==> src/rtl/text_encoding_autodetect_defines.svh <==
// ---------------------------------------------------------------------------
// Text encoding autodetect assertion macros
// Concurrent assertion shorthands used by the top-level RTL of the detector.
// ---------------------------------------------------------------------------
`ifndef TEXT_ENCODING_AUTODETECT_DEFINES_SVH
`define TEXT_ENCODING_AUTODETECT_DEFINES_SVH

`ifndef NO_ASSERTIONS

// Same-cycle implication, checked outside reset.
`define TEA_ASSERT_IMP(lbl, clk, rstn, ante, cons) \
  lbl: assert property (@(posedge clk) disable iff (!(rstn)) (ante) |-> (cons)) \
    else $error("assertion failed");

// Next-cycle implication, checked outside reset.
`define TEA_ASSERT_NXT(lbl, clk, rstn, ante, cons) \
  lbl: assert property (@(posedge clk) disable iff (!(rstn)) (ante) |=> (cons)) \
    else $error("assertion failed");

`else

`define TEA_ASSERT_IMP(lbl, clk, rstn, ante, cons)
`define TEA_ASSERT_NXT(lbl, clk, rstn, ante, cons)

`endif

`endif

==> src/rtl/tea_pkg.sv <==
// ---------------------------------------------------------------------------
// Text encoding autodetect package
// Shared types and constants of the encoding detector.
// ---------------------------------------------------------------------------
`timescale 1ns / 1ps

package tea_pkg;

  // Bytes in one aligned detection block.
  localparam int unsigned BlockBytes = 64;
  localparam int unsigned BlockPosW  = $clog2(BlockBytes);

  localparam logic [7:0] SurrTag      = 8'hD8;
  localparam logic [7:0] SurrMask     = 8'hF8;
  localparam logic [7:0] HalfMask     = 8'hFC;
  localparam logic [7:0] HighSurrTag  = 8'hD8;
  localparam logic [7:0] LowSurrTag   = 8'hDC;
  localparam logic [23:0] MaxCodePt   = 24'h10FFFF;

  // Range rule for the first continuation byte of a UTF-8 sequence.
  typedef enum logic [2:0] {
    RULE_NONE  = 3'd0,
    RULE_A0_BF = 3'd1,
    RULE_80_9F = 3'd2,
    RULE_90_BF = 3'd3,
    RULE_80_8F = 3'd4
  } u8_rule_e;

  // One byte step broadcast to every validator.
  typedef struct packed {
    logic       en;
    logic       last;
    logic [7:0] data;
  } step_t;

endpackage

==> src/rtl/tea_utf8.sv <==
// ---------------------------------------------------------------------------
// UTF-8 validator
// Tracks open multi-byte sequences with overlong, surrogate and range rules.
// ---------------------------------------------------------------------------
`timescale 1ns / 1ps

module tea_utf8 (
  input  logic           clk_i,
  input  logic           rst_ni,
  input  tea_pkg::step_t step_i,
  output logic           ok_o
);
  import tea_pkg::*;

  logic [1:0] pending_q, pending_d;
  u8_rule_e   rule_q, rule_d;
  logic       failed_q, failed_d;
  logic [7:0] lo, hi, b;

  assign b = step_i.data;

  always_comb begin
    lo = 8'h80;
    hi = 8'hBF;
    unique case (rule_q)
      RULE_A0_BF: lo = 8'hA0;
      RULE_80_9F: hi = 8'h9F;
      RULE_90_BF: lo = 8'h90;
      RULE_80_8F: hi = 8'h8F;
      default: ;
    endcase
  end

  always_comb begin
    pending_d = pending_q;
    rule_d    = RULE_NONE;
    failed_d  = failed_q;
    if (pending_q != 2'd0) begin
      if (b < lo || b > hi) failed_d = 1'b1;
      pending_d = pending_q - 2'd1;
    end else if (b < 8'h80) begin
      pending_d = 2'd0;
    end else if (b >= 8'hC2 && b <= 8'hDF) begin
      pending_d = 2'd1;
    end else if (b >= 8'hE0 && b <= 8'hEF) begin
      pending_d = 2'd2;
      if (b == 8'hE0) rule_d = RULE_A0_BF;
      else if (b == 8'hED) rule_d = RULE_80_9F;
    end else if (b >= 8'hF0 && b <= 8'hF4) begin
      pending_d = 2'd3;
      if (b == 8'hF0) rule_d = RULE_90_BF;
      else if (b == 8'hF4) rule_d = RULE_80_8F;
    end else begin
      failed_d = 1'b1;
    end
  end

  assign ok_o = !failed_d && (pending_d == 2'd0);

  always_ff @(posedge clk_i or negedge rst_ni) begin
    if (!rst_ni) begin
      pending_q <= 2'd0;
      rule_q    <= RULE_NONE;
      failed_q  <= 1'b0;
    end else if (step_i.en) begin
      if (step_i.last) begin
        pending_q <= 2'd0;
        rule_q    <= RULE_NONE;
        failed_q  <= 1'b0;
      end else begin
        pending_q <= pending_d;
        rule_q    <= rule_d;
        failed_q  <= failed_d;
      end
    end
  end

endmodule

==> src/rtl/tea_utf16.sv <==
// ---------------------------------------------------------------------------
// UTF-16LE validator
// Assembles 16-bit units and checks surrogate pairing.
// ---------------------------------------------------------------------------
`timescale 1ns / 1ps

module tea_utf16 (
  input  logic           clk_i,
  input  logic           rst_ni,
  input  tea_pkg::step_t step_i,
  output logic           ok_o
);
  import tea_pkg::*;

  logic phase_q, phase_d;
  logic want_q, want_d;
  logic failed_q, failed_d;
  logic is_high, is_low;

  // Only the upper byte of a unit decides whether it is a surrogate.
  assign is_high = (step_i.data & HalfMask) == HighSurrTag;
  assign is_low  = (step_i.data & HalfMask) == LowSurrTag;

  always_comb begin
    phase_d  = ~phase_q;
    want_d   = want_q;
    failed_d = failed_q;
    if (phase_q) begin
      if (want_q) begin
        if (!is_low) failed_d = 1'b1;
        want_d = 1'b0;
      end else if (is_high) begin
        want_d = 1'b1;
      end else if (is_low) begin
        failed_d = 1'b1;
      end
    end
  end

  assign ok_o = !failed_d && !want_d && !phase_d;

  always_ff @(posedge clk_i or negedge rst_ni) begin
    if (!rst_ni) begin
      phase_q  <= 1'b0;
      want_q   <= 1'b0;
      failed_q <= 1'b0;
    end else if (step_i.en) begin
      if (step_i.last) begin
        phase_q  <= 1'b0;
        want_q   <= 1'b0;
        failed_q <= 1'b0;
      end else begin
        phase_q  <= phase_d;
        want_q   <= want_d;
        failed_q <= failed_d;
      end
    end
  end

endmodule

==> src/rtl/tea_utf32.sv <==
// ---------------------------------------------------------------------------
// UTF-32LE validator
// Assembles 32-bit words and checks range and surrogate exclusion.
// ---------------------------------------------------------------------------
`timescale 1ns / 1ps

module tea_utf32 (
  input  logic           clk_i,
  input  logic           rst_ni,
  input  tea_pkg::step_t step_i,
  output logic           ok_o
);
  import tea_pkg::*;

  logic [1:0]  phase_q, phase_d;
  logic [23:0] partial_q, partial_d;
  logic        failed_q, failed_d;
  logic        bad_word;

  // The word is bad if above the code point limit or a surrogate.
  assign bad_word = (step_i.data != 8'h00) || (partial_q > MaxCodePt) ||
                    ((partial_q[23:16] == 8'h00) && (partial_q[15:11] == 5'b11011));

  always_comb begin
    phase_d   = phase_q + 2'd1;
    partial_d = partial_q;
    failed_d  = failed_q;
    case (phase_q)
      2'd0: partial_d[7:0]   = step_i.data;
      2'd1: partial_d[15:8]  = step_i.data;
      2'd2: partial_d[23:16] = step_i.data;
      default: begin
        if (bad_word) failed_d = 1'b1;
        partial_d = '0;
      end
    endcase
  end

  assign ok_o = !failed_d && (phase_d == 2'd0);

  always_ff @(posedge clk_i or negedge rst_ni) begin
    if (!rst_ni) begin
      phase_q  <= 2'd0;
      failed_q <= 1'b0;
    end else if (step_i.en) begin
      if (step_i.last) begin
        phase_q  <= 2'd0;
        failed_q <= 1'b0;
      end else begin
        phase_q  <= phase_d;
        failed_q <= failed_d;
      end
    end
  end

  always_ff @(posedge clk_i) begin
    if (step_i.en) begin
      partial_q <= step_i.last ? '0 : partial_d;
    end
  end

endmodule

==> src/rtl/tea_block.sv <==
// ---------------------------------------------------------------------------
// Surrogate block tracker
// Cuts the buffer into aligned blocks and latches surrogate mode.
// ---------------------------------------------------------------------------
`timescale 1ns / 1ps

module tea_block (
  input  logic           clk_i,
  input  logic           rst_ni,
  input  tea_pkg::step_t step_i,
  output logic           mode_o
);
  import tea_pkg::*;

  logic [BlockPosW-1:0] pos_q, pos_d;
  logic                 has_q, has_d;
  logic                 mode_q, mode_d;
  logic                 seen;

  // A surrogate high byte sits at an odd offset in little-endian order.
  assign seen = pos_q[0] && ((step_i.data & SurrMask) == SurrTag);

  always_comb begin
    pos_d  = pos_q + BlockPosW'(1);
    has_d  = has_q | seen;
    mode_d = mode_q;
    if (pos_q == BlockPosW'(BlockBytes - 1)) begin
      mode_d = mode_q | has_d;
      has_d  = 1'b0;
    end
  end

  assign mode_o = mode_d;

  always_ff @(posedge clk_i or negedge rst_ni) begin
    if (!rst_ni) begin
      pos_q  <= '0;
      has_q  <= 1'b0;
      mode_q <= 1'b0;
    end else if (step_i.en) begin
      if (step_i.last) begin
        pos_q  <= '0;
        has_q  <= 1'b0;
        mode_q <= 1'b0;
      end else begin
        pos_q  <= pos_d;
        has_q  <= has_d;
        mode_q <= mode_d;
      end
    end
  end

endmodule

==> src/rtl/text_encoding_autodetect.sv <==
// ---------------------------------------------------------------------------
// Text encoding autodetect
// Judges a byte buffer as UTF-8, UTF-16LE and UTF-32LE in one pass.
// ---------------------------------------------------------------------------
//
//  Channel   Direction  Content
//  s_axis    in         tdata[7:0] data_byte, tlast last_byte
//  m_axis    out        tdata[3:0] utf8_valid, utf16le_valid, utf32le_valid,
//                       unspecified (from bit 0 up), tdata[7:4] zero
//
// One byte is taken in every cycle while no last byte is held in the input
// register. A byte waits there and updates the validators as it leaves it;
// a last byte also loads the result register. Reset clears all validator
// state except the UTF-32LE partial word; the state also returns to reset
// after every last byte, so buffers follow each other without a gap.
// Only a last byte waits on a stalled result register; other bytes flow on.
// ---------------------------------------------------------------------------
`timescale 1ns / 1ps

module text_encoding_autodetect (
  input  logic       clk_i,
  input  logic       rst_ni,
  input  logic       s_axis_tvalid_i,
  output logic       s_axis_tready_o,
  input  logic [7:0] s_axis_tdata_i,   // [7:0] data_byte
  input  logic       s_axis_tlast_i,   // last_byte
  output logic       m_axis_tvalid_o,
  input  logic       m_axis_tready_i,
  output logic [7:0] m_axis_tdata_o    // [0] utf8_valid, [1] utf16le_valid,
                                       // [2] utf32le_valid, [3] unspecified
);
  import tea_pkg::*;

`include "text_encoding_autodetect_defines.svh"

  // Input register.
  logic       in_valid_q;
  logic       in_last_q;
  logic [7:0] in_data_q;

  // Result register.
  logic       out_valid_q;
  logic [3:0] out_flags_q, out_flags_d;

  logic  advance;
  logic  out_load;
  step_t step;
  logic  ok8, ok16, ok32, mode;

  // A byte leaves the input register unless it is a last byte and the
  // result register still holds an unread verdict.
  assign advance  = in_valid_q && (!in_last_q || !out_valid_q || m_axis_tready_i);
  assign out_load = advance && in_last_q;
  assign s_axis_tready_o = !in_valid_q || advance;

  assign step.en   = advance;
  assign step.last = in_last_q;
  assign step.data = in_data_q;

  tea_utf8 u_utf8 (
    .clk_i  (clk_i),
    .rst_ni (rst_ni),
    .step_i (step),
    .ok_o   (ok8)
  );

  tea_utf16 u_utf16 (
    .clk_i  (clk_i),
    .rst_ni (rst_ni),
    .step_i (step),
    .ok_o   (ok16)
  );

  tea_utf32 u_utf32 (
    .clk_i  (clk_i),
    .rst_ni (rst_ni),
    .step_i (step),
    .ok_o   (ok32)
  );

  tea_block u_block (
    .clk_i  (clk_i),
    .rst_ni (rst_ni),
    .step_i (step),
    .mode_o (mode)
  );

  // In surrogate mode only the UTF-16LE verdict counts, and a failing one is
  // reported as unspecified.
  always_comb begin
    if (mode) begin
      out_flags_d = {!ok16, 1'b0, ok16, 1'b0};
    end else begin
      out_flags_d = {1'b0, ok32, ok16, ok8};
    end
  end

  always_ff @(posedge clk_i or negedge rst_ni) begin
    if (!rst_ni) begin
      in_valid_q <= 1'b0;
    end else if (s_axis_tready_o) begin
      in_valid_q <= s_axis_tvalid_i;
    end
  end

  always_ff @(posedge clk_i) begin
    if (s_axis_tready_o && s_axis_tvalid_i) begin
      in_data_q <= s_axis_tdata_i;
      in_last_q <= s_axis_tlast_i;
    end
  end

  always_ff @(posedge clk_i or negedge rst_ni) begin
    if (!rst_ni) begin
      out_valid_q <= 1'b0;
    end else if (out_load) begin
      out_valid_q <= 1'b1;
    end else if (m_axis_tready_i) begin
      out_valid_q <= 1'b0;
    end
  end

  always_ff @(posedge clk_i) begin
    if (out_load) begin
      out_flags_q <= out_flags_d;
    end
  end

  assign m_axis_tvalid_o = out_valid_q;
  assign m_axis_tdata_o  = {4'b0000, out_flags_q};

  // Unspecified excludes every positive verdict.
  `TEA_ASSERT_IMP(a_unspec_alone, clk_i, rst_ni, out_valid_q && out_flags_q[3], out_flags_q[2:0] == 3'b000)

  // The input side only stalls while a byte is held.
  `TEA_ASSERT_IMP(a_stall_held, clk_i, rst_ni, !s_axis_tready_o, in_valid_q && in_last_q && out_valid_q)

  // A taken verdict with no new last byte behind it leaves the output empty.
  `TEA_ASSERT_NXT(a_out_drain, clk_i, rst_ni, out_valid_q && m_axis_tready_i && !out_load, !out_valid_q)

endmodule

==> config.mk <==
export PLATFORM = sky130hd
export DESIGN_NAME = text_encoding_autodetect
export DESIGN_NICKNAME = d
export VERILOG_FILES = /design/src/rtl/tea_pkg.sv /design/src/rtl/tea_utf8.sv /design/src/rtl/tea_utf16.sv /design/src/rtl/tea_utf32.sv /design/src/rtl/tea_block.sv /design/src/rtl/text_encoding_autodetect.sv
export VERILOG_INCLUDE_DIRS = /design/src /design/src/rtl
export SDC_FILE = /design/constraint.sdc
export NUM_CORES = 1
export LEC_CHECK = 0
export ABC_AREA = 1
export BUFFER_PORTS_ARGS = -buffer_cell sky130_fd_sc_hd__clkbuf_2
export CAP_MARGIN = 20
export CORE_MARGIN = 2
export CORE_UTILIZATION = 50
export DETAILED_ROUTE_END_ITERATION = 7
export GPL_TIMING_DRIVEN = 0
export MAX_ROUTING_LAYER = met4
export PLACE_DENSITY = 0.77
export SYNTH_ARGS = -nofsm -noshare
export SYNTH_HDL_FRONTEND = slang
export SYNTH_SLANG_ARGS = --single-unit
==> constraint.sdc <==
create_clock -name clk_i -period 3.35 [get_ports clk_i]
set_input_delay 0.5025 -clock clk_i [delete_from_list [all_inputs] [get_ports clk_i]]
set_output_delay 0.5025 -clock clk_i [all_outputs]
set_load 0.02 [all_outputs]
### Yosys cells after proc, flatten, opt, wreduce, memory -nomap -nowiden

Cells that the tools add are included.

* register bits: 59
* bits of input ports: 13
* output and inout port bits: 10
* logic and storage cells: 145

* add/subtract/negate cells: 3
* order comparisons: 10
* eq/ne operators: 18
* multiplexer cells: 50
* bitwise operators: 3
* reduce and logical (&&, ||, !) cells: 40

Operators with widths (number)
* one-hot mux 8 bit (2 select lines): 3
* == test 8 bit, second input constant: 4
* 2-to-1 mux 1 bit: 27
* 2-to-1 mux 3 bit: 9
* greater-or-equal comparator 8 bit, second input constant: 3
* greater-than comparator 24 x 21 -> 1 bit, second input constant: 1
* <= comparator 8 bit, second input constant: 3
* one-hot mux 6 bit (2 select lines): 2
* == test 6 bit, second input constant: 3
* 2-to-1 mux 2 bit: 8
* logical AND 1 bit: 12
* == test 5 bit, second input constant: 2
* greater-than comparator 8 bit: 1
* zero test 1 bit: 8
* zero test 8 bit: 1
* < comparator 8 bit: 1
* < comparator 8 bit, second input constant: 1
* nonzero test 8 bit: 1
* adder 6 x 1 -> 6 bit, second input constant: 1
* == test 3 x 2 -> 1 bit, second input constant: 2
* zero test 2 bit: 3
* logical OR 1 bit: 6
* 2-to-1 mux 6 bit: 1
* inequality test 2 x 1 -> 1 bit, second input constant: 3
* 12 further kinds: 18

### Logic depth before layout (Yosys ltp)

Gate-level depths: netlist of the first run.

* depth after elaboration: 9
* mapped depth: 12
* gate-level depth less buffers: 12

### Hierarchy

A second synthesis of the first run with hierarchy kept.

* cell total of the unflattened synthesis: 309
* area total of the unflattened synthesis: 2576.2 sq um

Modules (own cells, without submodules)
* tea_utf32: instances 1, cells each 88, area each 815.8 sq um
* tea_utf8: instances 1, cells each 91, area each 556.8 sq um
* text_encoding_autodetect: instances 1, cells each 38, area each 554.3 sq um
* tea_block: instances 1, cells each 55, area each 431.7 sq um
* tea_utf16: instances 1, cells each 37, area each 217.7 sq um

### Worst setup path after synthesis of the first run

OpenSTA, ideal clock, no wires.

* path kind: reg2reg
* from: register out_valid_q, in the netlist m_axis_tvalid_o
* to: register u_utf32.partial_q[16], enable pin
* setup time: 375 ps
* data arrival time: 1356 ps
* required time: 2975 ps
* path slack: 1618 ps
* cell stages (with the launch flop): 7
* path buffers: 1
* clock period less this slack: 1732 ps
* cell sequence: dfrtp_1 -> inv_1 -> nor2_1 -> nand2_1 -> nand2_4 -> buf_2 -> a21oi_1

* cells in the longest elaborated chain, start to end: 5

Ends and longest elaborated chain
* start, declared: RTL line text_encoding_autodetect.sv:42 `logic out_valid_q;`
* start signal, assigned: RTL line text_encoding_autodetect.sv:115 `out_valid_q <= 1'b0;`
* start signal, assigned: RTL line text_encoding_autodetect.sv:117 `out_valid_q <= 1'b1;`
* start signal, assigned: RTL line text_encoding_autodetect.sv:119 `out_valid_q <= 1'b0;`
* zero test 1 bit: RTL line text_encoding_autodetect.sv:52 `assign advance = in_valid_q && (!in_last_q || !out_valid_q || m_axis_tready_i);`
* logical OR 1 bit (2 in a row): RTL line text_encoding_autodetect.sv:52
* logical AND 1 bit: RTL line text_encoding_autodetect.sv:52
* AND reduction 2 bit (no source line)
* end signal, assigned: RTL line tea_utf32.sv:58 `partial_q <= step_i.last ? '0 : partial_d;`
* end, declared: RTL line tea_utf32.sv:16 `logic [23:0] partial_q, partial_d;`

No other way between the ends.
A chain may end at the register's enable or synchronous reset.

### Worst setup path in the final report of the first run

* from: register in_last_q
* to: register u_utf32.partial_q[17], enable pin

* cells in the longest elaborated chain, start to end: 5
* elaborated cells on any way between the ends: 6
* classes of those cells: eq/ne (1); reduce/logical (5)

Ends and longest elaborated chain
* start, declared: RTL line text_encoding_autodetect.sv:38 `logic in_last_q;`
* start signal, assigned: RTL line text_encoding_autodetect.sv:109 `in_last_q <= s_axis_tlast_i;`
* zero test 1 bit: RTL line text_encoding_autodetect.sv:52
* logical OR 1 bit (2 in a row): RTL line text_encoding_autodetect.sv:52
* logical AND 1 bit: RTL line text_encoding_autodetect.sv:52
* AND reduction 2 bit (no source line) (*)

Every way passes the cells marked *; elsewhere a longest branch is shown, timed or not.

==> results.cfg, run 1 <==
[floorplan]
design.core.area_mm2 = 0.00466
start_util_pct = 50.9
fp-row-count = 25
die-height_um = 72.9
num_io_pins = 23
die_w_um = 72.9
dieArea_mm2 = 0.00531

[timing]
period_minus_slack_ps = 1990
setup_violations = 0
tns_ps = 0
finalCritPeriodShare_pct = 59.4
slew_violations = 0
tightest_slew_ps = 797
rsz0062_at_grt = false
relSlewSlack_pct = 46.8
skew_ps = 4.98
max_freq_mhz = 503
final_hold_viol_count = 0

[clock_network]
clock_sinks = 48
postCtsSetupBuffers = 0
postCtsHoldBufs = 0
clkLatencyLatePin_ps = 300
postCtsResizedCells = 0
cts_root_buf = clkbuf_8
clk_pin_slew_worst_paths_ps = 80
clock_path_buffers = 2
cts_buffers = 5
cts_tree = done
htree_levels = 2

[detailed_routing]
via_per_inst = 5.10
vias = 1765
first_iter_violations = 99
routedWlPerCell_um = 12.1
routed_wl_um = 4180
drtAntennaViolNets = 0
drtPass1Iterations = 5
drc = 0

[final_layout]
postLayoutCoreUtil_pct = 56.3
multi_input_area_um2 = 858
drive_above_1_share_pct = 13.0
nets = 312
area_delta_synth_final_pct = 10.6
regArea_mm2 = 0.00133
final_cells = 346
fill_cells = 414
diodes = 0

[synthesis]
yosys.cell_count.top_type = nand2_1
ys_types = 31
ys_seq_elements = 48
synthFlopType = edfxtp_1
synth_top_area_share_pct = 32.9
synth_seq_area_share_pct = 56.1
synth.area.top_cells = edfxtp_1 (33%), dfrtp_1 (23%), nand2_1 (8.2%)
synthCells = 263
synth.avg_cell_area_um2 = 9.02
ys_warn_count = 0
synth_common_cells = nand2_1 (52), inv_1 (40), nor2_1 (40), edfxtp_1 (26), dfrtp_1 (22)
yosysTopAreaCell = edfxtp_1
synth_area_mm2 = 0.00237
synth_edf_count = 26
async_reset_ff_share_pct = 45.8

[critical_path]
worstSetupPathType = reg -> reg
path_max_fanout = 10
worstPathArrival_ps = 1930
cp-start-kind = flop
path_delay_family = compound AO/OA/AOI/OAI gates
worstSetupEndpointType = flop
cp.required_ps = 3290
critical_path_buf_inv_count = 1
crit_chain = nand2_1 -> nand2_4 -> buf_2 -> a21oi_1
max_stage_delay_ps = 640
worst_path_max_delay_cell = a21oi_1

[grt]
grt_pass1_wl_um = 7160
grt_usage_pct = 18.3
grt_use_met1_pct = 21.9
overflow = 0
antenna_found_initial = 0
use_met2_pct = 30.4
busiest_layer = met2
grt_pass1_vias = 1647
met3_usage_pct = 4.14
grt_max_degree = 23

[placed_design]
placed_cells = 338
gp_congestion = 0.979
hpwl_um = 3200
port-buffer-count = 18

[power_and_ir_drop]
ir_drop_v = 0.000259
power_density_mw_per_mm2 = 483
p_leak_nw = 1.26

[min_path]
hold_class = in -> async

[flow_run]
cap_viol_max_count = 0

[status]
status = finished, final reports clean
## worst register-to-register path: cells and delay by family (launching register included)
kind	cells	cell delay, ps
buffers and inverters	1	210
DFF	1	510
AOI/OAI and AO/OA	1	640
and+or+nand+nor	2	260
## registers in the layout, indices dropped and copies added, names as in the netlist
signal / cells
in_data_q: 8
in_last_q: 1
in_valid_q: 1
m_axis_tvalid_o: 1
out_flags_q: 4
u_block.has_q: 1
u_block.mode_q: 1
u_block.pos_q: 6
u_utf16.failed_q: 1
u_utf16.phase_q: 1
u_utf16.want_q: 1
u_utf32.failed_q: 1
u_utf32.partial_q: 13
u_utf32.phase_q: 2
u_utf8.failed_q: 1
u_utf8.pending_q: 2
u_utf8.rule_q: 3
## path summary, 6_finish.rpt
kind,slack (ps),start,endpoint,cells after the start
max in group asynchronous,2820,rst_ni,in_valid_q$_DFFE_PN0N_,1
worst min-delay path,160,rst_ni,u_utf32.failed_q$_DFFE_PN0P_,1
worst max-delay path,1360,in_last_q$_DFFE_PP_,u_utf32.partial_q[17]$_SDFFCE_PP0P_,4
worst max register to register,1360,in_last_q$_DFFE_PP_,u_utf32.partial_q[17]$_SDFFCE_PP0P_,4
min in group clk_i,370,s_axis_tlast_i,in_last_q$_DFFE_PP_,1
worst min register to register,520,u_utf8.failed_q$_DFFE_PN0P_,u_utf8.failed_q$_DFFE_PN0P_,2
## cells by family after synthesis
family	after synthesis	synth area share (%)
other	1	0.158
buffers and inverters	47	8.22
AO/OA/AOI/OAI	34	8.17
flip-flops	48	56.1
AND/OR/NAND/NOR	125	23.1
adder cells (fa/ha/maj)	8	4.22
## report_power, final
group / switching [mW] / internal (mW)
logic: 0.128 / 0.0723
clock network: 0.186 / 0.146
registers: 0.0430 / 0.693
## through the flow
stage | power, mW | worst slack (ps) | hold WS, ps | instance area (um^2)
finish | 1.27 | 1360 | 165 | 2630
global route | 1.34 | 1240 | 208 | 2630
CTS | 1.28 | 1360 | 182 | 2630
detailed placement | 0.951 | 1290 | 502 | 2540
global placement | 0.941 | 1350 | 483 | 2540
floorplan | 0.890 | 1620 | 207 | 2380
## per-layer routing
layer	part of all wire, %	vias to the layer above
met1	44	802
met3	4.6	9
met2	50	50
met4	1.7	0
met5	0	-
li1	-	904
## cells in the final DEF, fill, tap and decap left out
cell,synthesis,routed
o21ai_0,8,8
clkbuf_8,0,5
nor3b_2,1,1
nor3_1,7,7
nand3b_1,3,3
a21oi_1,14,14
conb_1,1,4
nand2_4,1,1
nor2_4,1,1
clkbuf_1,0,1
nand2_2,1,1
o21a_1,1,1
buf_2,1,1
buf_4,4,4
dfrtp_1,22,22
nand3_1,15,15
a21oi_2,1,1
a22o_1,1,1
nor3b_1,1,1
nor2_1,40,40
edfxtp_1,26,26
inv_2,1,1
clkinv_2,0,1
nor3_2,1,1
a21boi_0,1,1
nand2_1,52,52
ha_1,8,8
o22ai_1,5,5
o21ai_1,1,1
inv_4,1,2
a21boi_1,1,1
nand4_1,2,2
o31ai_1,1,1
inv_1,40,40
clkbuf_2,0,18
## cell type report
cell class / instances / area share, %
repair buffers: 18 / 3.43
inverters: 42 / 6.10
multi-input cells: 171 / 32.7
clock buffers: 6 / 2.76
clock inverters: 2 / 0.429
flip-flops and latches: 48 / 50.7
plain buffers: 5 / 1.33
well taps: 54 / 2.57
Note: power is estimated with default switching activity, not from simulation.
==> inputs of run 2 (changes only) <==
==> constraint.sdc (replaced) <==
create_clock -name clk_i -period 2.1 [get_ports clk_i]
set_input_delay 0.315 -clock clk_i [delete_from_list [all_inputs] [get_ports clk_i]]
set_output_delay 0.315 -clock clk_i [all_outputs]
set_load 0.02 [all_outputs]
==> results.cfg, run 2 (same netlist as run 1, synthesis figures left out) <==
[placed_design]
place_area_mm2 = 0.00254
port-buffer-count = 18
placed_cells = 338
dp_worst_setup_slack_ps = 132
gp_congestion = 0.979
hpwl_um = 3200

[final_layout]
nets = 313
largest_register_ffs = 13
drive_above_1_share_pct = 13.3
top_register = u_utf32.partial_q
multi_input_area_um2 = 862
layout_common_cells = nand2_1 (52), nor2_1 (40), inv_1 (40)
fill_cells = 413
area_delta_synth_final_pct = 11.2
regArea_mm2 = 0.00133
final_cells = 347
reg_top3 = u_utf32.partial_q (13), in_data_q (8), u_block.pos_q (6)
diodes = 0
final_cell_area_mm2 = 0.00264
final_common_cell = nand2_1
postLayoutCoreUtil_pct = 56.6

[status]
status = finished, final reports clean

[clock_network]
clkLatencyLatePin_ps = 300
clock_path_buffers = 2
cts_root_buf = clkbuf_8
cts_tree = done
clock_sinks = 48
clk_pin_slew_worst_paths_ps = 80
postCtsSetupBuffers = 0
htree_levels = 2
cts_buffers = 5

[critical_path]
crit_start = in_last_q$_DFFE_PP_
endpoint = u_utf32.partial_q[16]$_SDFFCE_PP0P_
cp.required_ps = 2050
worstPathArrival_ps = 1680
worstSetupPathType = reg -> reg
path_max_fanout = 10
reg2reg_slack_ps = 370
rr_startpoint = in_last_q$_DFFE_PP_
ff2ff_path_depth = 4
worstSetupEndpointType = flop
timing.rr.end = u_utf32.partial_q[16]$_SDFFCE_PP0P_
cp-start-kind = flop

[timing]
finalCritPeriodShare_pct = 82.4
setup_violations = 0
period_minus_slack_ps = 1730
max_freq_mhz = 578
relSlewSlack_pct = 63.3
setup_ws_ps = 369
slew_violations = 0
tns_ps = 0
skew_ps = 7.22
rsz0062_at_grt = false
tightest_slew_ps = 550
final_hold_viol_count = 0
holdWs_ps = 181

[min_path]
hold_class = in -> reg

[grt]
grt_max_degree = 23
grt_usage_pct = 18.3
grt_pass1_vias = 1648
overflow = 0
grt_pass1_wl_um = 7160
antenna_found_initial = 0

[floorplan]
fp-row-count = 25
start_util_pct = 50.9
die-height_um = 72.9
design.core.area_mm2 = 0.00466
num_io_pins = 23
die_w_um = 72.9
dieArea_mm2 = 0.00531

[power_and_ir_drop]
power_density_mw_per_mm2 = 769
p_leak_nw = 1.26
power_mw = 2.03
ir_drop_v = 0.000414

[detailed_routing]
drtPass1Iterations = 4
drc = 0
drtAntennaViolNets = 0
vias = 1756
routedWlPerCell_um = 12.3
first_iter_violations = 114
via_per_inst = 5.06
routed_wl_um = 4260

[flow_run]
cap_viol_max_count = 0
==> run 2: cell types whose count changed in the layout (fill, tap and decap cells not counted), sizes merged <==
cell         previous run  this run
dlygate4sd3             0         1
==> run 2: timing repair <==
item | in CTS | in global routing
endpoints found under the setup margin | 0 | 8
endpoints found under the hold margin | 12 | 0
gates resized for setup | 0 | 1
hold buffers | 1 | 0
==> run 2: final cells by class <==
type	count	share of cell area, %
plain buffers	5	1.33
flip-flops and latches	48	50.4
repair buffers	19	3.79
multi-input cells	171	32.7
well taps	54	2.56
clock buffers	6	2.75
clock inverters	2	0.427
inverters	42	6.07
==> run 2: power breakdown <==
group          switching [mW]  internal, mW  total (mW)  leakage [nW]
Combinational           0.209         0.117       0.326         0.668
Sequential             0.0697          1.11        1.18         0.547
Clock                   0.296         0.234       0.529        0.0455
==> run 2: worst min path at each step <==
stage                                    to  slack [ps]         startpoint  cells past startpoint
2_1_floorplan        in_valid_q$_DFFE_PN0N_          20             rst_ni                      0
6_report                in_last_q$_DFFE_PP_         180     s_axis_tlast_i                      1
4_1_cts                 in_last_q$_DFFE_PP_         170     s_axis_tlast_i                      1
3_5_place_dp   u_utf32.failed_q$_DFFE_PN0P_         330             rst_ni                      1
3_3_place_gp   u_utf32.failed_q$_DFFE_PN0P_         330             rst_ni                      1
5_1_grt              in_data_q[0]$_DFFE_PP_         170  s_axis_tdata_i[0]                      1
==> run 2: per-layer routing <==
layer / share of wire, % / vias to the layer above / track usage, %
li1: - / 908 / -
met1: 45 / 798 / 21.9
met2: 50 / 44 / 30.4
met3: 4.1 / 6 / 4.14
met4: 1.5 / 0 / 6.38
met5: 0 / - / -
==> run 2: worst max-delay path, cell delays in order, from the launching register on <==
cell and delay [ps]:
edfxtp_1 510, nand2_1 160, nand2_4 100, buf_2 220, a21oi_2 390
